<file path="src/sv/led_mode_blink_controller_unit_macros.svh">
// Assertion macros for the LED blink controller.
`ifndef LED_MODE_BLINK_CONTROLLER_UNIT_MACROS_SVH
`define LED_MODE_BLINK_CONTROLLER_UNIT_MACROS_SVH
`ifndef SYNTH
`define LMB_ASSERT_IMPL(lbl, ante, cons) \
	lbl: assert property (@(posedge clk) disable iff (!arst_n) (ante) |-> (cons)) \
		else $error("lmb assertion failed");
`define LMB_ASSERT_NEXT(lbl, ante, cons) \
	lbl: assert property (@(posedge clk) disable iff (!arst_n) (ante) |=> (cons)) \
		else $error("lmb assertion failed");
`else
`define LMB_ASSERT_IMPL(lbl, ante, cons)
`define LMB_ASSERT_NEXT(lbl, ante, cons)
`endif
`endif

</file>
<file path="src/sv/lmb_pkg.sv">
package lmb_pkg;

	localparam int IDX_W = 4;
	localparam int MAX_LEDS = 16;
	localparam int PIN_W = 8;
	localparam int CFG_IDX_W = 1;
	localparam logic [7:0] BUDGET_UNLIMITED = 8'hFF;

	localparam logic [CFG_IDX_W-1:0] REG_ON_LEVEL = 1'b0;
	localparam logic [CFG_IDX_W-1:0] REG_SLOW_DIV = 1'b1;

	typedef enum logic [2:0] {
		CMD_SET_MODE    = 3'd0,
		CMD_REQ_BLINKS  = 3'd1,
		CMD_SET_BUDGET  = 3'd2,
		CMD_ADD_BUDGET  = 3'd3,
		CMD_PERIOD_TICK = 3'd4,
		CMD_OFF_TICK    = 3'd5
	} cmd_t;

	typedef enum logic [1:0] {
		MODE_OFF  = 2'd0,
		MODE_SLOW = 2'd1,
		MODE_FAST = 2'd2,
		MODE_ON   = 2'd3
	} mode_t;

	typedef enum logic [1:0] {
		CELL_NONE     = 2'd0,
		CELL_SET_MODE = 2'd1,
		CELL_SET_PEND = 2'd2,
		CELL_OFF_TICK = 2'd3
	} cell_op_t;

	typedef struct packed {
		cell_op_t         op;
		logic [IDX_W-1:0] index;
		mode_t            mode;
		logic [7:0]       amount;
	} cell_ctl_t;

	typedef struct packed {
		logic       valid;
		logic [7:0] budget;
		logic       phase_zero;
	} tok_t;

endpackage

</file>
<file path="src/sv/lmb_if.sv">
interface lmb_in_if;
	logic       valid;
	logic       ready;
	logic [2:0] command;
	logic [3:0] led_index;
	logic [1:0] mode_value;
	logic [7:0] amount;

	modport source (output valid, command, led_index, mode_value, amount, input ready);
	modport sink (input valid, command, led_index, mode_value, amount, output ready);
endinterface

interface lmb_out_if;
	logic       valid;
	logic       ready;
	logic [7:0] pin_levels;
	logic [7:0] budget_left;
	logic       request_taken;

	modport source (output valid, pin_levels, budget_left, request_taken, input ready);
	modport sink (input valid, pin_levels, budget_left, request_taken, output ready);
endinterface

</file>
<file path="src/sv/lmb_cell.sv">
module lmb_cell #(
	parameter int IDX = 0
) (
	input  logic              clk,
	input  logic              arst_n,
	input  lmb_pkg::cell_ctl_t ctl,
	input  logic              on_level,
	input  lmb_pkg::tok_t     tok_in,
	output lmb_pkg::tok_t     tok_out,
	output lmb_pkg::mode_t    mode,
	output logic              pin
);
	import lmb_pkg::*;

	mode_t      mode_q;
	logic [7:0] pend_q;
	logic       pin_q;
	tok_t       tok_q;
	logic       hit;
	logic       lit_blink;
	logic [7:0] budget_nx;

	assign hit = (ctl.index == IDX_W'(IDX));
	assign lit_blink = (mode_q == MODE_OFF) && (pend_q != 8'd0) && (tok_in.budget != 8'd0);
	assign budget_nx = (lit_blink && (tok_in.budget != BUDGET_UNLIMITED)) ?
		tok_in.budget - 8'd1 : tok_in.budget;

	always_ff @(posedge clk or negedge arst_n) begin
		if (!arst_n) begin
			mode_q <= MODE_OFF;
			pend_q <= 8'd0;
			pin_q <= 1'b0;
			tok_q <= '0;
		end else begin
			tok_q.valid <= tok_in.valid;
			tok_q.budget <= budget_nx;
			tok_q.phase_zero <= tok_in.phase_zero;
			priority if (tok_in.valid) begin
				unique case (mode_q)
					MODE_OFF: begin
						if (lit_blink) begin
							pin_q <= on_level;
							pend_q <= pend_q - 8'd1;
						end else begin
							pin_q <= ~on_level;
						end
					end
					MODE_SLOW: pin_q <= tok_in.phase_zero ? on_level : ~on_level;
					default: pin_q <= on_level;
				endcase
			end else begin
				unique case (ctl.op)
					CELL_SET_MODE: begin
						if (hit) begin
							mode_q <= ctl.mode;
							pend_q <= 8'd0;
						end
					end
					CELL_SET_PEND: begin
						if (hit) begin
							pend_q <= ctl.amount;
						end
					end
					CELL_OFF_TICK: begin
						if (mode_q != MODE_ON) begin
							pin_q <= ~on_level;
						end
					end
					CELL_NONE: ;
				endcase
			end
		end
	end

	assign tok_out = tok_q;
	assign mode = mode_q;
	assign pin = pin_q;

endmodule

</file>
<file path="src/sv/led_mode_blink_controller_unit.sv">
// LED blink controller: one cell per LED, each holding its mode, pending
// blink count and pin level.
// Commands arrive as beats on cmd_in; each command returns exactly one beat
// on res_out carrying the pin levels, the shared budget and request_taken,
// all as they stand after the command.
// Mode, blink request, budget and off-tick commands pass through the report
// state before their result beat is registered. A period tick instead
// sends the budget down the row of cells one cell per cycle, so that LEDs
// with a lower index draw on it first; its result beat is registered when
// the budget leaves the last cell.
// One command is in work at a time; the next is not accepted before the
// result of the one in work has been registered.
// The result register holds its beat while res_out.ready is low, and no new
// command is accepted until that beat has been taken.
// Configuration writes through cfg_we, cfg_index and cfg_data go straight
// into their registers and should be made while the block is idle.
// Reset puts every LED in off mode with no pending blinks and a dark pin,
// clears the budget and the slow phase, and restores the on-level mask to
// all ones and the slow divider to 6.
module led_mode_blink_controller_unit #(
	parameter int LED_COUNT = 8
) (
	input  logic                           clk,
	input  logic                           arst_n,
	input  logic                           cfg_we,
	input  logic [lmb_pkg::CFG_IDX_W-1:0]  cfg_index,
	input  logic [7:0]                     cfg_data,
	lmb_in_if.sink                         cmd_in,
	lmb_out_if.source                      res_out
);
	import lmb_pkg::*;

	typedef enum logic [2:0] {
		ST_IDLE   = 3'b001,
		ST_REPORT = 3'b010,
		ST_SWEEP  = 3'b100
	} state_t;

	state_t      state_q;
	logic [7:0]  mask_q;
	logic [7:0]  div_q;
	logic [7:0]  budget_q;
	logic [7:0]  phase_q;
	logic        taken_q;
	tok_t        tok0_q;
	logic        out_valid_q;
	logic [7:0]  out_pins_q;
	logic [7:0]  out_budget_q;
	logic        out_taken_q;

	tok_t        tok_c [LED_COUNT+1];
	mode_t       modes16 [MAX_LEDS];
	logic [LED_COUNT-1:0] pins;
	logic [LED_COUNT-1:0] on_lvl;
	logic [LED_COUNT:0]   tok_v;
	logic [PIN_W-1:0]     pins_rep;

	cell_ctl_t   ctl;
	cmd_t        cmd;
	logic        accept;
	logic        idx_ok;
	logic        taken;
	logic [7:0]  phase_inc;
	logic        res_load;

	assign cmd = cmd_t'(cmd_in.command);
	assign accept = cmd_in.valid && cmd_in.ready;
	assign cmd_in.ready = (state_q == ST_IDLE) && (!out_valid_q || res_out.ready);
	assign idx_ok = ({1'b0, cmd_in.led_index} < (IDX_W + 1)'(LED_COUNT));
	assign phase_inc = phase_q + 8'd1;
	assign res_load = (state_q == ST_REPORT) ||
		((state_q == ST_SWEEP) && tok_c[LED_COUNT].valid);

	always_comb begin
		ctl.op = CELL_NONE;
		ctl.index = cmd_in.led_index;
		ctl.mode = mode_t'(cmd_in.mode_value);
		ctl.amount = cmd_in.amount;
		taken = 1'b0;
		if (accept) begin
			unique case (cmd)
				CMD_SET_MODE: begin
					if (idx_ok) begin
						ctl.op = CELL_SET_MODE;
						taken = 1'b1;
					end
				end
				CMD_REQ_BLINKS: begin
					if (idx_ok && (budget_q != 8'd0) &&
						(modes16[cmd_in.led_index] == MODE_OFF)) begin
						ctl.op = CELL_SET_PEND;
						taken = 1'b1;
					end
				end
				CMD_OFF_TICK: ctl.op = CELL_OFF_TICK;
				default: ;
			endcase
		end
	end

	assign tok_c[0] = tok0_q;
	assign tok_v[0] = tok0_q.valid;

	for (genvar i = 0; i < LED_COUNT; i++) begin : g_cell
		if (i < PIN_W) begin : g_lvl_mask
			assign on_lvl[i] = mask_q[i];
		end else begin : g_lvl_high
			assign on_lvl[i] = 1'b1;
		end
		lmb_cell #(.IDX(i)) u_cell (
			.clk      (clk),
			.arst_n   (arst_n),
			.ctl      (ctl),
			.on_level (on_lvl[i]),
			.tok_in   (tok_c[i]),
			.tok_out  (tok_c[i+1]),
			.mode     (modes16[i]),
			.pin      (pins[i])
		);
		assign tok_v[i+1] = tok_c[i+1].valid;
	end

	for (genvar i = LED_COUNT; i < MAX_LEDS; i++) begin : g_pad
		assign modes16[i] = MODE_ON;
	end

	for (genvar i = 0; i < PIN_W; i++) begin : g_rep
		if (i < LED_COUNT) begin : g_used
			assign pins_rep[i] = pins[i];
		end else begin : g_unused
			assign pins_rep[i] = 1'b0;
		end
	end

	always_ff @(posedge clk or negedge arst_n) begin
		if (!arst_n) begin
			mask_q <= 8'hFF;
			div_q <= 8'd6;
		end else if (cfg_we) begin
			unique case (cfg_index)
				REG_ON_LEVEL: mask_q <= cfg_data;
				REG_SLOW_DIV: div_q <= cfg_data;
			endcase
		end
	end

	always_ff @(posedge clk or negedge arst_n) begin
		if (!arst_n) begin
			state_q <= ST_IDLE;
			budget_q <= 8'd0;
			phase_q <= 8'd0;
			taken_q <= 1'b0;
			tok0_q <= '0;
			out_valid_q <= 1'b0;
			out_pins_q <= 8'd0;
			out_budget_q <= 8'd0;
			out_taken_q <= 1'b0;
		end else begin
			tok0_q.valid <= accept && (cmd == CMD_PERIOD_TICK);
			if (res_load) begin
				out_valid_q <= 1'b1;
			end else if (res_out.ready) begin
				out_valid_q <= 1'b0;
			end
			unique case (state_q)
				ST_IDLE: begin
					if (accept) begin
						taken_q <= taken;
						state_q <= (cmd == CMD_PERIOD_TICK) ? ST_SWEEP : ST_REPORT;
						unique case (cmd)
							CMD_SET_BUDGET: budget_q <= cmd_in.amount;
							CMD_ADD_BUDGET: begin
								if (budget_q != BUDGET_UNLIMITED) begin
									budget_q <= budget_q + 8'd1;
								end
							end
							CMD_PERIOD_TICK: begin
								tok0_q.budget <= budget_q;
								tok0_q.phase_zero <= (phase_q == 8'd0);
								phase_q <= (phase_inc == div_q) ? 8'd0 : phase_inc;
							end
							default: ;
						endcase
					end
				end
				ST_REPORT: begin
					out_pins_q <= pins_rep;
					out_budget_q <= budget_q;
					out_taken_q <= taken_q;
					state_q <= ST_IDLE;
				end
				ST_SWEEP: begin
					if (tok_c[LED_COUNT].valid) begin
						budget_q <= tok_c[LED_COUNT].budget;
						out_pins_q <= pins_rep;
						out_budget_q <= tok_c[LED_COUNT].budget;
						out_taken_q <= 1'b0;
						state_q <= ST_IDLE;
					end
				end
				default: state_q <= ST_IDLE;
			endcase
		end
	end

	assign res_out.valid = out_valid_q;
	assign res_out.pin_levels = out_pins_q;
	assign res_out.budget_left = out_budget_q;
	assign res_out.request_taken = out_taken_q;

`include "led_mode_blink_controller_unit_macros.svh"

	`LMB_ASSERT_IMPL(a_one_token, 1'b1, $onehot0(tok_v))
	`LMB_ASSERT_IMPL(a_token_in_sweep, tok_v != '0, state_q == ST_SWEEP)
	`LMB_ASSERT_NEXT(a_tick_launch, accept && (cmd == CMD_PERIOD_TICK),
		tok0_q.valid && (state_q == ST_SWEEP))

endmodule
</file>
<file path="src/flat_wrapper.sv">
// flat-port wrapper written by rule: the top's interface ports become plain ports
module led_mode_blink_controller_unit_flat import lmb_pkg::*;
#(
	parameter int LED_COUNT = 8
)
  (clk, arst_n, cfg_we, cfg_index, cfg_data, cmd_in_valid, cmd_in_command, cmd_in_led_index, cmd_in_mode_value, cmd_in_amount, cmd_in_ready, res_out_valid, res_out_pin_levels, res_out_budget_left, res_out_request_taken, res_out_ready);
  lmb_in_if cmd_in_i ();
  lmb_out_if res_out_i ();
  input  logic clk;
  input  logic arst_n;
  input  logic cfg_we;
  input  logic [lmb_pkg::CFG_IDX_W-1:0] cfg_index;
  input  logic [7:0] cfg_data;
  input wire logic [$bits(cmd_in_i.valid)-1:0] cmd_in_valid;
  input wire logic [$bits(cmd_in_i.command)-1:0] cmd_in_command;
  input wire logic [$bits(cmd_in_i.led_index)-1:0] cmd_in_led_index;
  input wire logic [$bits(cmd_in_i.mode_value)-1:0] cmd_in_mode_value;
  input wire logic [$bits(cmd_in_i.amount)-1:0] cmd_in_amount;
  output wire logic [$bits(cmd_in_i.ready)-1:0] cmd_in_ready;
  output wire logic [$bits(res_out_i.valid)-1:0] res_out_valid;
  output wire logic [$bits(res_out_i.pin_levels)-1:0] res_out_pin_levels;
  output wire logic [$bits(res_out_i.budget_left)-1:0] res_out_budget_left;
  output wire logic [$bits(res_out_i.request_taken)-1:0] res_out_request_taken;
  input wire logic [$bits(res_out_i.ready)-1:0] res_out_ready;
  assign cmd_in_i.valid = cmd_in_valid;
  assign cmd_in_i.command = cmd_in_command;
  assign cmd_in_i.led_index = cmd_in_led_index;
  assign cmd_in_i.mode_value = cmd_in_mode_value;
  assign cmd_in_i.amount = cmd_in_amount;
  assign cmd_in_ready = cmd_in_i.ready;
  assign res_out_valid = res_out_i.valid;
  assign res_out_pin_levels = res_out_i.pin_levels;
  assign res_out_budget_left = res_out_i.budget_left;
  assign res_out_request_taken = res_out_i.request_taken;
  assign res_out_i.ready = res_out_ready;
  led_mode_blink_controller_unit #(.LED_COUNT(LED_COUNT)) u_core (.clk(clk), .arst_n(arst_n), .cfg_we(cfg_we), .cfg_index(cfg_index), .cfg_data(cfg_data), .cmd_in(cmd_in_i), .res_out(res_out_i));
endmodule
</file>
<file path="config.mk">
export PLATFORM = sky130hd
export DESIGN_NAME = led_mode_blink_controller_unit_flat
export DESIGN_NICKNAME = d
export VERILOG_FILES = /design/src/sv/lmb_pkg.sv /design/src/sv/lmb_if.sv /design/src/sv/lmb_cell.sv /design/src/sv/led_mode_blink_controller_unit.sv /design/src/flat_wrapper.sv
export VERILOG_INCLUDE_DIRS = /design/src /design/src/sv
export SDC_FILE = /design/constraint.sdc
export NUM_CORES = 1
export LEC_CHECK = 0
export ABC_CLOCK_PERIOD_IN_PS = 6000
export BUFFER_PORTS_ARGS = -buffer_cell sky130_fd_sc_hd__buf_2
export CAP_MARGIN = 10
export CORE_MARGIN = 2
export CORE_UTILIZATION = 63
export CTS_BUF_LIST = sky130_fd_sc_hd__clkbuf_4 sky130_fd_sc_hd__clkbuf_8 sky130_fd_sc_hd__clkbuf_16
export DETAILED_ROUTE_END_ITERATION = 10
export PLACE_DENSITY = 0.81
export SLEW_MARGIN = 20
export SYNTH_ARGS = -nofsm -noshare
export SYNTH_HDL_FRONTEND = slang
export SYNTH_HIERARCHICAL = 1
export SYNTH_SLANG_ARGS = --single-unit
</file>
<file path="constraint.sdc">
create_clock -name clk -period 6 [get_ports clk]
set_input_delay 0 -clock clk [delete_from_list [all_inputs] [get_ports clk]]
set_output_delay 0 -clock clk [all_outputs]
set_load 0.1 [all_outputs]
</file>
==> summary.txt, run 1 <==
Routing
  – Drt pass-1 iters: 5
  – DR iter-0 viols: 1063
  – Routed Wire Length: 36.29 mm
  – # DRC: 0
  – Final ANT Viol Nets: 0
  – Routed vias/inst: 6.611
  – WL per Instance: ~20 um
  – Vias: between 10k and 15k

Setup path
  – Critical path class: reg2reg
  – CP max-delay cell: dfstp_2
  – Critical path buffers and inverters: 1
  – Worst endpoint data arrival time: 4.09 ns
  – Critical-path cell list: nor3b_4 -> and2_4 -> nand2_4 -> nor2_1 -> nand2_1 -> a21oi_4 -> buf_4 -> nor2b_1 -> and2_1 -> a21o_1 -> a21oi_1 -> a311oi_1
  – Top delay family on crit path: simple AND/OR/NAND/NOR gates
  – CP Max Fanout: 25
  – Worst Setup End Kind: flop
  – Critical Path RT: 6.42 ns
  – Type of origin of the critical path: flop
  – Slowest stage delay, CP: 0.60 ns

Clock tree
  – Clock root buffer: clkbuf_16
  – CTS tree: done
  – TritonCTS sink count: 231
  – Total CTS buffers: 25
  – Clock Tree Buf Depth: 3
  – Clock transition at the registers of the reported paths: ~0.060 ns
  – Htree depth: 1
  – Insertion delay to the later sink of the worst-skew pair: 0.53 ns

Layout
  – Commonest non-fill, non-tap cells in the layout: dfrtp_1, nand2_1, nor2_1, inv_1, nand3_1
  – Share of layout cells above drive strength 1: 16.50%
  – Most common cell after layout, fill and taps aside: dfrtp_1
  – # nets final: 1578
  – Area Growth Syn to Fin: 9.664%
  – Inserted Diodes: 0
  – Fill cells: ~1.6k

Placement
  – Detailed Place HPWL: around 25 mm
  – Pre-CTS WS: about 2.4 ns
  – PortBufs: 49
  – Routability cong.: between 0.9 and 1

GRT
  – Vias in the first global route: 11.35k
  – Grt ovf: 0
  – GRT Overall Usage: between 30 and 40%
  – Largest net degree at the start of global routing: 97
  – Initial antenna violation count: 0
  – First-pass GRT wire length: slightly below 60 mm

STA
  – Max Slew Vio Count: 0
  – Setup Skew: 0.01586 ns
  – Max transition margin: 34.76%
  – Period utilization: 61.10%
  – Endpoints failing setup: 0
  – TNS Setup: 0 ns
  – Crit path time final: roughly 3.7 ns
  – Worst Tran Pin Value: 0.9663 ns
  – Fmax: 272.8 MHz
  – Final worst slack: 2.334 ns
  – Hold Violations, Final: 0
  – Setup repair after global routing missed its margin: false

Status
  – Outcome: complete, no violations

Floorplan
  – Starting Density: 64.74%
  – Placeable Area: 0.02196 sq mm
  – Die W: 154.2 um
  – Io pins: 50
  – Die Y-Extent: 154.2 um
  – Std cell rows: 54
  – Die area: 0.02378 sq mm

Synthesis
  – Syn Inst Count: roughly 1.5k
  – Ys Warns: 6
  – Mapped Area: about 0.014 sq mm
  – Syn_nets: about 1.5k
  – Syn_area_per_cell: around 9.7 sq um

Pwr
  – Pleak: between 6 and 7 nW
  – Cell Pwr Density: 214.3 mW/mm^2
  – VDD IR max: 0.0002217 V

Min path
  – Hold crit path type: in2reg

Run
  – Max Cap Viol: 0
routing by layer:
| metal | up-vias | routed length, um | track usage, % |
|---|---|---|---|
| met5 | - | 0 | 0 |
| met4 | 0 | 1301 | 11.57 |
| met3 | 90 | 2608 | 4.763 |
| met2 | 528 | 17380 | 50.20 |
| met1 | 5807 | 14990 | 40.45 |
| li1 | 5481 | - | - |
registers in the layout, indices dropped and copies added, names as in the netlist:
name / count
u_core/budget_q: 8
u_core/div_q: 8
u_core/g_cell.u_cell/mode: 16
u_core/g_cell.u_cell/pend_q: 64
u_core/g_cell.u_cell/pin: 8
u_core/g_cell.u_cell/tok_out: 79
u_core/mask_q: 8
u_core/phase_q: 8
u_core/res_out.budget_left: 8
u_core/res_out.pin_levels: 8
u_core/res_out.request_taken: 1
u_core/res_out.valid: 1
u_core/state_q: 3
u_core/taken_q: 1
u_core/tok0_q: 10
cell type report:
cell class	count	area (sq um)	area share, %
Timing Repair Buffer	75	500.5	3.210
Tap cell	280	350.3	2.247
Multi-Input combinational cell	1093	7812	50.11
Clock buffer	34	724.4	4.647
Inverter	77	294.0	1.886
Sequential cell	231	5794	37.17
Clock inverter	11	113.9	0.7303
final timing paths:
path                                                               from                                       endpoint  slack [ns]  cells after the start
max                                       u_core/state_q[0]$_DFFE_PN1P_  u_core/g_cell[0].u_cell/pend_q[4]$_DFFE_PN0P_        2.33                     12
min                                                           cfg_index                   u_core/mask_q[5]$_DFFE_PN1P_        0.02                      3
max reg2reg                               u_core/state_q[0]$_DFFE_PN1P_  u_core/g_cell[0].u_cell/pend_q[4]$_DFFE_PN0P_        2.33                     12
min reg2reg                u_core/g_cell[4].u_cell/tok_out[0]$_DFF_PN0_   u_core/g_cell[5].u_cell/tok_out[0]$_DFF_PN0_        0.39                      0
max in group asynchronous                                        arst_n  u_core/g_cell[3].u_cell/pend_q[0]$_DFFE_PN0P_        4.56                      3
min in group asynchronous                                        arst_n   u_core/g_cell[7].u_cell/tok_out[4]$_DFF_PN0_        0.10                      2
worst reg2reg max path: cells and delay by family (launching register included):
kind	cells	cell delay, ns
AND/OR/NAND/NOR	7	1.60
buffers and inverters	1	0.44
flip-flops	1	0.60
AO/OA/AOI/OAI	4	0.92
timing repair:
item / 4_1_cts / 5_1_grt
hold endpoints to repair: 138 / 0
hold buffers: 20 / 0
gates resized for setup: 0 / 0
setup buffers: 0 / 0
metrics by stage:
step / hold slack [ns] / cells / total power, mW / util (%) / instance area (sq um)
after floorplan: -0.2956 / 1465 / 1.690 / - / 14220
after global placement: 0.07544 / 1736 / 1.781 / 66.14 / 14520
after detailed placement: 0.07350 / 1736 / 1.786 / 66.14 / 14520
after CTS: 0.0008897 / 1801 / 3.361 / 70.87 / 15560
after global routing: 0.05223 / 1801 / 3.441 / 71.00 / 15590
final: 0.01823 / 1801 / 3.342 / 71.00 / 15590
power breakdown:
part | internal [mW] | switching (mW)
clock | 0.931 | 0.639
sequential | 1.58 | 0.0267
combinational | 0.0573 | 0.103
total | 2.57 | 0.769
(Power assumes the default switching activity.)
==> inputs of run 2 (changes only) <==
- ABC_CLOCK_PERIOD_IN_PS: 6000 -> 3850
- clock period: 6 -> 3.85 ns (I/O delays scaled with it)
==> run 2 against run 1 <==
Combinational power is 63% higher; non-clock buffer count is 10 higher; worst setup slack worse by 1.7 ns; critical path type unchanged; hold slack worse by 0.0012 ns; clock skew is 0.0067 ns higher; fmax is 13% higher; clock power is 78% higher; die area stayed put; sequential cell count stayed put; total power is 67% higher; critical endpoint is now u_core/g_cell[3].u_cell/pend_q[4]$_DFFE_PN0P_; final area is 1.6% higher; highest routed layer unchanged.
==> summary.txt, run 2 (same netlist as run 1, synthesis figures left out) <==
Layout
  – Area Growth Syn to Fin: 11.47% (was 9.664%)
  – Max FFs per register: 79 (unchanged)
  – Non-Filler Instances: 1815 (was 1801)
  – Most common cell after layout, fill and taps aside: dfrtp_1 (unchanged)
  – Layout Utilization: 72.17% (was 71.00%)
  – # nets final: 1590 (was 1578)
  – Inserted Diodes: 0 (unchanged)
  – Commonest non-fill, non-tap cells in the layout: dfrtp_1, nand2_1, nor2_1, inv_1, nand3_1 (unchanged)
  – Fill cells: 1561 (was 1597)
  – Design area: 0.01585 sq mm (was 0.01559 sq mm)
  – Share of layout cells above drive strength 1: 17.26% (was 16.50%)

Clock tree
  – Insertion delay to the later sink of the worst-skew pair: 0.55 ns (was 0.53 ns)
  – CTS tree: done (unchanged)
  – Htree depth: 1 (unchanged)
  – Clock root buffer: clkbuf_16 (unchanged)
  – Clock Tree Buf Depth: 3 (unchanged)
  – Total CTS buffers: 27 (was 25)
  – Hold_buf cts: 20 (unchanged)
  – Clock transition at the registers of the reported paths: 0.06 ns (about the same)
  – Postcts setup bufs: 0 (unchanged)
  – Post-CTS Resized: 0 (unchanged)
  – TritonCTS sink count: 231 (unchanged)

Setup path
  – RR Endpoint: u_core/g_cell[3].u_cell/pend_q[4]$_DFFE_PN0P_ (was u_core/g_cell[0].u_cell/pend_q[4]$_DFFE_PN0P_)
  – Type of origin of the critical path: flop (unchanged)
  – Critical path buffers and inverters: 1 (unchanged)
  – Slowest stage delay, CP: 0.59 ns (was 0.60 ns)
  – FF-to-FF path depth: 12 (unchanged)
  – CP Max Fanout: 47 (was 25)
  – Critical path class: reg2reg (unchanged)
  – Reg2reg start: u_core/state_q[0]$_DFFE_PN1P_ (unchanged)
  – CP max-delay cell: dfstp_2 (unchanged)
  – Critical-path cell list: nor3b_4 -> and2_4 -> nand2_4 -> nor2_1 -> nand2_1 -> a21oi_4 -> buf_12 -> nor2b_1 -> and2_1 -> a21oi_1 -> o21ba_1 -> a311oi_2 (was nor3b_4 -> and2_4 -> nand2_4 -> nor2_1 -> nand2_1 -> a21oi_4 -> buf_4 -> nor2b_1 -> and2_1 -> a21o_1 -> a21oi_1 -> a311oi_1)
  – Worst endpoint data arrival time: 3.70 ns (was 4.09 ns)
  – Critical Path RT: 4.31 ns (was 6.42 ns)
  – R2R Setup Slk: 0.61 ns (was 2.33 ns)
  – Top delay family on crit path: simple AND/OR/NAND/NOR gates (unchanged)
  – Worst Setup End Kind: flop (unchanged)

STA
  – Fmax: 308.3 MHz (was 272.8 MHz)
  – Max transition margin: 27.89% (was 34.76%)
  – Crit path time final: 3.244 ns (was 3.666 ns)
  – Setup repair after global routing missed its margin: false (unchanged)
  – Hold Violations, Final: 0 (unchanged)
  – Period utilization: 84.25% (was 61.10%)
  – Worst Tran Pin Value: 1.079 ns (was 0.9663 ns)
  – TNS Setup: 0 ns (unchanged)
  – Endpoints failing setup: 0 (unchanged)
  – Setup Skew: 0.02253 ns (was 0.01586 ns)
  – Max Slew Vio Count: 0 (unchanged)

Placement
  – Placed cell count: 1745 (was 1736)
  – Placed inst area: 0.01463 sq mm (was 0.01452 sq mm)
  – Routability cong.: 0.9292 (was 0.9008)
  – PortBufs: 49 (unchanged)
  – Detailed Place HPWL: 24.48 mm (was 24.67 mm)

Routing
  – DR iter-0 viols: 1147 (was 1063)
  – # DRC: 0 (unchanged)
  – Final ANT Viol Nets: 0 (unchanged)
  – Routed Wire Length: 36.74 mm (was 36.29 mm)
  – WL per Instance: 20.24 um (was 20.15 um)
  – Drt pass-1 iters: 6 (was 5)
  – Routed vias/inst: 6.582 (was 6.611)
  – Vias: 11.95k (was 11.91k)

GRT
  – Largest net degree at the start of global routing: 135 (was 97)
  – First-pass GRT wire length: 58.88 mm (was 58.55 mm)
  – GRT Overall Usage: 30.62% (was 30.30%)
  – Grt ovf: 0 (unchanged)
  – Initial antenna violation count: 0 (unchanged)
  – Vias in the first global route: 11.36k (was 11.35k)

Floorplan
  – Std cell rows: 54 (unchanged)
  – Die Y-Extent: 154.2 um (unchanged)
  – Starting Density: 64.74% (unchanged)
  – Placeable Area: 0.02196 sq mm (unchanged)
  – Die W: 154.2 um (unchanged)
  – Die area: 0.02378 sq mm (unchanged)
  – Io pins: 50 (unchanged)

Status
  – Outcome: complete, no violations (unchanged)

Min path
  – Hold crit path type: in2async (was in2reg)

Pwr
  – Pleak: 6.771 nW (was 6.643 nW)
  – Cell Pwr Density: 351.5 mW/mm^2 (was 214.3 mW/mm^2)
  – VDD IR max: 0.0003498 V (was 0.0002217 V)

Run
  – Max Cap Viol: 0 (unchanged)
-- run 2: changes by cell type in the layout (fill, tap and decap cells not counted), moves of 2 or more --
cell / before / now
clkbuf_16: 25 / 27
clkinvlp_4: 2 / 0
bufinv_16: 2 / 6
clkinv_2: 6 / 9
buf_4: 6 / 12
clkbuf_4: 4 / 0
buf_12: 0 / 3
-- run 2: worst max-delay path by stage --
stage                                                 from                                            end  slack (ns)  cells after the start
after floorplan           u_core/res_out.valid$_DFFE_PN0P_  u_core/g_cell[7].u_cell/pend_q[0]$_DFFE_PN0P_        0.13                     11
after global placement       u_core/state_q[0]$_DFFE_PN1P_  u_core/g_cell[5].u_cell/pend_q[6]$_DFFE_PN0P_        0.94                     12
after detailed placement     u_core/state_q[0]$_DFFE_PN1P_  u_core/g_cell[3].u_cell/pend_q[4]$_DFFE_PN0P_        0.84                     12
after CTS                    u_core/state_q[0]$_DFFE_PN1P_  u_core/g_cell[3].u_cell/pend_q[4]$_DFFE_PN0P_        0.69                     12
after global routing         u_core/state_q[0]$_DFFE_PN1P_  u_core/g_cell[3].u_cell/pend_q[4]$_DFFE_PN0P_        0.46                     12
final                        u_core/state_q[0]$_DFFE_PN1P_  u_core/g_cell[3].u_cell/pend_q[4]$_DFFE_PN0P_        0.61                     12
-- run 2: metrics by stage --
stage | total power, mW | worst slack (ns) | hold WS (ns)
floorplan | 2.634 | 0.1335 | -0.2956
global placement | 2.777 | 0.9401 | 0.1890
detailed placement | 2.785 | 0.8429 | 0.1986
CTS | 5.602 | 0.6860 | 0.02161
global route | 5.721 | 0.4563 | 0.05149
finish | 5.570 | 0.6063 | 0.01705
-- run 2: routing by layer --
layer	vias up	wire, um	track usage (%)
met5	-	0	0
met4	0	1763	14.51
met3	120	2852	5.940
met2	554	17250	49.22
met1	5765	14870	40.25
li1	5508	-	-
-- run 2: cell type report --
cell class / count / area (sq um) / area share (%)
clock buffers: 31 / 730.7 / 4.611
inverters: 77 / 294.0 / 1.856
clock inverters: 18 / 254.0 / 1.603
flip-flops and latches: 231 / 5794 / 36.57
repair buffers: 85 / 633.1 / 3.995
multi-input cells: 1093 / 7790 / 49.16
well taps: 280 / 350.3 / 2.211
-- run 2: report_power, final --
group	switching [mW]	total [mW]	leakage (nW)	internal, mW
registers	0.0365	2.51	2.98	2.47
logic	0.168	0.261	3.30	0.0928
clock network	1.04	2.80	0.496	1.76
